==> src/design/assert_macros.svh <==
// ---------------------------------------------------------------------------
// Assertion macros
// Shared concurrent assertion forms, clocked on clk and disabled in reset.
// ---------------------------------------------------------------------------
`ifndef ASSERT_MACROS_SVH
`define ASSERT_MACROS_SVH

// Implication checked on every rising edge of clk outside reset.
`define ASSERT_CLK(lbl, prop, msg) \
	lbl: assert property (@(posedge clk) disable iff (!arst_n) (prop)) else $error(msg);

// Signal that must hold on every rising edge of clk outside reset.
`define ASSERT_ALWAYS(lbl, expr, msg) \
	lbl: assert property (@(posedge clk) disable iff (!arst_n) (expr)) else $error(msg);

`endif

==> src/design/fdrt_ram.sv <==
// ---------------------------------------------------------------------------
// fdrt_ram
// Generic single write port, single read port RAM with registered read.
// ---------------------------------------------------------------------------
module fdrt_ram #(
	parameter int WIDTH = 8,
	parameter int DEPTH = 256
) (
	input  logic                     clk,
	input  logic                     we,
	input  logic [$clog2(DEPTH)-1:0] waddr,
	input  logic [WIDTH-1:0]         wdata,
	input  logic                     re,
	input  logic [$clog2(DEPTH)-1:0] raddr,
	output logic [WIDTH-1:0]         rdata
);

	logic [WIDTH-1:0] mem [DEPTH];

	always_ff @(posedge clk) begin
		if (we) begin
			mem[waddr] <= wdata;
		end
		if (re) begin
			rdata <= mem[raddr];
		end
	end

endmodule

==> config.mk <==
export PLATFORM = sky130hd
export DESIGN_NAME = fdrt_ram
export DESIGN_NICKNAME = d
export VERILOG_FILES = /design/src/design/assert_macros.svh /design/src/design/fdrt_ram.sv
export SDC_FILE = /design/constraint.sdc
export NUM_CORES = 2
export LEC_CHECK = 0
export BUFFER_PORTS_ARGS = -buffer_cell sky130_fd_sc_hd__clkbuf_2
export CAP_MARGIN = 20
export CORE_AREA = 2 2 323 389
export CTS_BUF_LIST = sky130_fd_sc_hd__clkbuf_16
export DETAILED_ROUTE_END_ITERATION = 12
export DIE_AREA = 0 0 325 391
export PLACE_DENSITY = 0.8
export SLEW_MARGIN = 20
export SYNTH_ARGS = -nofsm -noshare
export SYNTH_HDL_FRONTEND = slang
export SYNTH_SLANG_ARGS = --single-unit
==> constraint.sdc <==
create_clock -name clk -period 7.15 [get_ports clk]
set_input_delay 1.43 -clock clk [delete_from_list [all_inputs] [get_ports clk]]
set_output_delay 1.43 -clock clk [all_outputs]
set_load 0.01 [all_outputs]
== Yosys cells after proc, flatten, opt, wreduce, memory -nomap -nowiden ==
Memory sizes are Yosys's and may differ from the RTL's. A register that Yosys moved wholly into a read port is not among the register bits.
Index checks and enable logic that the tools add are counted.

* Muxes and demuxes: 2

{| class="wikitable"
|+ Operators with widths
! cell !! count
|-
| two-way mux 1 bit || 2
|}

* Register bits after elaboration: 0
* Bits in writable memories: 2048
* Input bits: 27
* Word-level logic and storage cells: 3
* Memories: 1

{| class="wikitable"
|+ Memory list
! memory !! depth !! width !! read ports !! clocked after Yosys merged registers in !! write ports !! line !! text
|-
| mem || 256 || 8 || 1 || 1 || 1 || fdrt_ram.sv:18 || <nowiki>logic [WIDTH-1:0] mem [DEPTH];</nowiki>
|}

== Depth between registers and ports, before layout ==
* Depth after elaboration: 2
* Mapped depth: 11
* Gate-level depth less buffers: 6

== Worst setup path before layout ==
No wires, ideal clock.

* Path type: in2reg
* Start point: input port raddr[0]
* End point: register rdata[2] (read register of mem) (data pin)
* Data arrival time: 3.237 ns
* Required time: 6.881 ns
* Path slack: 3.644 ns
* Cell stages on the path: 9
* Path through: buf_6 > buf_12 > buf_8 > buf_2 > mux4_2 > a22oi_1 > a21oi_1 > nor4_1 > nor4_2

{| class="wikitable"
|+ RTL lines
! element !! line !! text
|-
| start: declaration || fdrt_ram.sv:14 || <nowiki>input logic [$clog2(DEPTH)-1:0] raddr,</nowiki>
|-
| end: declaration || fdrt_ram.sv:15 || <nowiki>output logic [WIDTH-1:0] rdata</nowiki>
|}

==> flow_summary.yaml <==
status:
  status: "completed"
synth:
  synth_enable_flop_cells: 2056
  synth.distinct_cells: 54
  async_reset_ff_share_pct: 0
  ys_seq_area_share_pct: 77.5
  ys.flop_type: "edfxtp_1"
  netlist_top_cells_count: "edfxtp_1, mux4_2, nor2_1"
  synth_top_cell_by_area: "edfxtp_1"
  synth_top_area_share_pct: 77.5
  yosysMostFrequentCell: "edfxtp_1"
  synth_cells: 3733
  yosys_warnings: 0
  avgSynthCellArea_um2: 21.3
  synth_area_um2: 79600
  ys_seq_elements: 2056
  synth_fp_nets: 3760
  synthTopCellsByArea: "edfxtp_1, mux4_2, mux2i_1"
clocking:
  clk_latency_ns: 0.83
  numCtsBuffers: 181
  htreeDepth: 4
  post_cts_buffers: 0
  hold_buffers: 0
  cts_root_buf: "clkbuf_16"
  cts_tree: "done"
  cts_resized: 0
  cts_buffer_depth: 3
  cts.clk_slew.worst_paths_ns: 0.07
  numClockSinks: 2056
global_route:
  grt_overflow_total: 0
  grtUsageTotal_pct: 31.7
  grt_pass1_wl_mm: 285
  grt_max_degree: 207
  grt_pass1_vias: 40400
  antenna_found_initial: 7
route:
  drt_iter0_drc: 5817
  drt-vias-per-instance: 7.12
  post-route-drc-count: 0
  ant_nets: 0
  vias: 40200
  wirelength_mm: 199
  drt-pass1-iter-count: 8
  wl_per_cell_um: 35.3
cells_and_area:
  syn_to_final_growth_pct: 9.84
  multiInputGateArea_um2: 16500
  n_fill_cell: 6905
  drive_above_1_share_pct: 21.8
  fin_nets: 3855
  regArea_um2: 61700
place:
  routabilityCongestion: 0.900
  numPortBuffers: 34
  hpwl_mm: 114
  post-place-ws_ns: 1.92
setup_path:
  reg2reg_depth: 6
  path_class: "in -> reg"
  end_kind: "flip-flop"
  worstPathMaxFanout: 55
  crit_required_ns: 7.67
  start_kind: "input pin"
  crit_arrival_ns: 5.15
timing:
  setup_tns_ns: 0
  finClkSkew_ns: 0.0239
  finalHoldViolCount: 0
  period_needed_ns: 4.63
  worst_pin_slew_ns: 1.25
  maxSlewViolCount: 0
  max_freq_ghz: 0.216
  setup_viol: 0
  fin_crit_sh_pct: 64.8
  rsz0062_at_grt: "false"
  setup_slack_ns: 2.52
  relSlewSlack_pct: 16.1
power_and_ir_drop:
  power_density_nw_per_um2: 276
  ir_worst_vdd_v: 0.000257
  leakage_nw: 27.1
flow_run:
  cap_violations: 0
floorplanning:
  initial_core_util_pct: 64.3
  io_pins: 35
  num_rows: 142
  floorplan.die_area_um2: 127000
  die_x_um: 325
  core_um2: 124000
  die_y_um: 391
worst_hold_path:
  hold_depth: 1
  hold_path.class: "in -> reg"
## registers in the layout (all words and copies together), names as in the netlist
register,count
mem,2048
rdata,8
## per-layer routing
| metal | part of all wire (%) | GRT usage (%) | up-vias |
|---|---|---|---|
| met5 | 0.018 | 0 | - |
| met4 | 6.0 | 17.2 | 6 |
| met3 | 12 | 8.37 | 627 |
| met2 | 49 | 50.7 | 3123 |
| met1 | 33 | 40.3 | 20600 |
| li1 | - | - | 15900 |
## final cells by class
type                            instances  share of cell area, %
Sequential cell                      2056                   70.6
Multi-Input combinational cell       1442                   18.9
Clock buffer                          187                   5.35
Tap cell                             1656                   2.37
Timing Repair Buffer                  145                   1.47
Clock inverter                        149                   1.33
Antenna cell                            8                 0.0229
Inverter                                2                0.00858
## layout by cell type (no fill, tap or decap), types with 8 or more instances in the layout
master,instances
a211oi_1,16
a21oi_1,96
a221oi_1,13
a22o_1,8
a22oi_1,133
buf_12,12
buf_4,97
bufinv_16,18
clkbuf_16,187
clkbuf_2,22
clkbuf_8,8
clkinv_1,49
clkinv_2,28
diode_2,8
edfxtp_1,2056
inv_1,42
mux2i_1,134
mux4_2,454
nand2_1,33
nand2b_1,8
nand3_1,34
nand4_1,10
nor2_1,278
nor2b_1,28
nor3_1,21
nor4_1,22
o211ai_1,10
o21ai_0,10
o221ai_1,46
o22ai_1,28
## worst max-delay path, stage by stage
cell and delay, ns:
buf_8 0.41, buf_4 0.69, mux4_2 0.41, a22o_1 0.24, a221oi_1 0.47, o32ai_1 0.28
nor3_1 1.01, nor4_1 0.16
## kinds of logic after synthesis
logic type | after synthesis | synth area share [%]
flops | 2056 | 77.5
mux | 591 | 14.6
simple gates | 466 | 2.63
compound gates | 385 | 3.42
buf+inv | 235 | 1.83
## worst paths after layout
| kind | start | endpoint | slack [ns] |
|---|---|---|---|
| max reg2reg | mem[83][5]$_DFFE_PP_ | rdata[5]$_DFFE_PP_ | 3.84 |
| min | wdata[3] | mem[149][3]$_DFFE_PP_ | 1.10 |
| min reg2reg | mem[32][5]$_DFFE_PP_ | rdata[5]$_DFFE_PP_ | 1.18 |
| max | raddr[1] | rdata[5]$_DFFE_PP_ | 2.52 |
## per-stage QoR
| step | cells | power (mW) | util (%) | area (um^2) | hold WS, ns |
|---|---|---|---|---|---|
| 2_1_floorplan | 3733 | 14.2 | - | 79600 | 0.864 |
| 3_3_place_gp | 5299 | 14.7 | 65.8 | 81500 | 1.13 |
| 3_5_place_dp | 5299 | 14.7 | 65.9 | 81600 | 1.13 |
| 4_1_cts | 5635 | 24.2 | 70.6 | 87400 | 1.05 |
| 5_1_grt | 5637 | 24.6 | 70.6 | 87500 | 1.10 |
| 6_report | 5645 | 24.2 | 70.6 | 87500 | 1.10 |
## where the power goes
part	switching [mW]	internal, mW	leakage, nW
sequential	0.0185	13.3	18.5
combinational	0.792	0.397	5.58
clock	4.30	5.38	3.02
total	5.11	19.1	27.1
(Power assumes the default switching activity.)
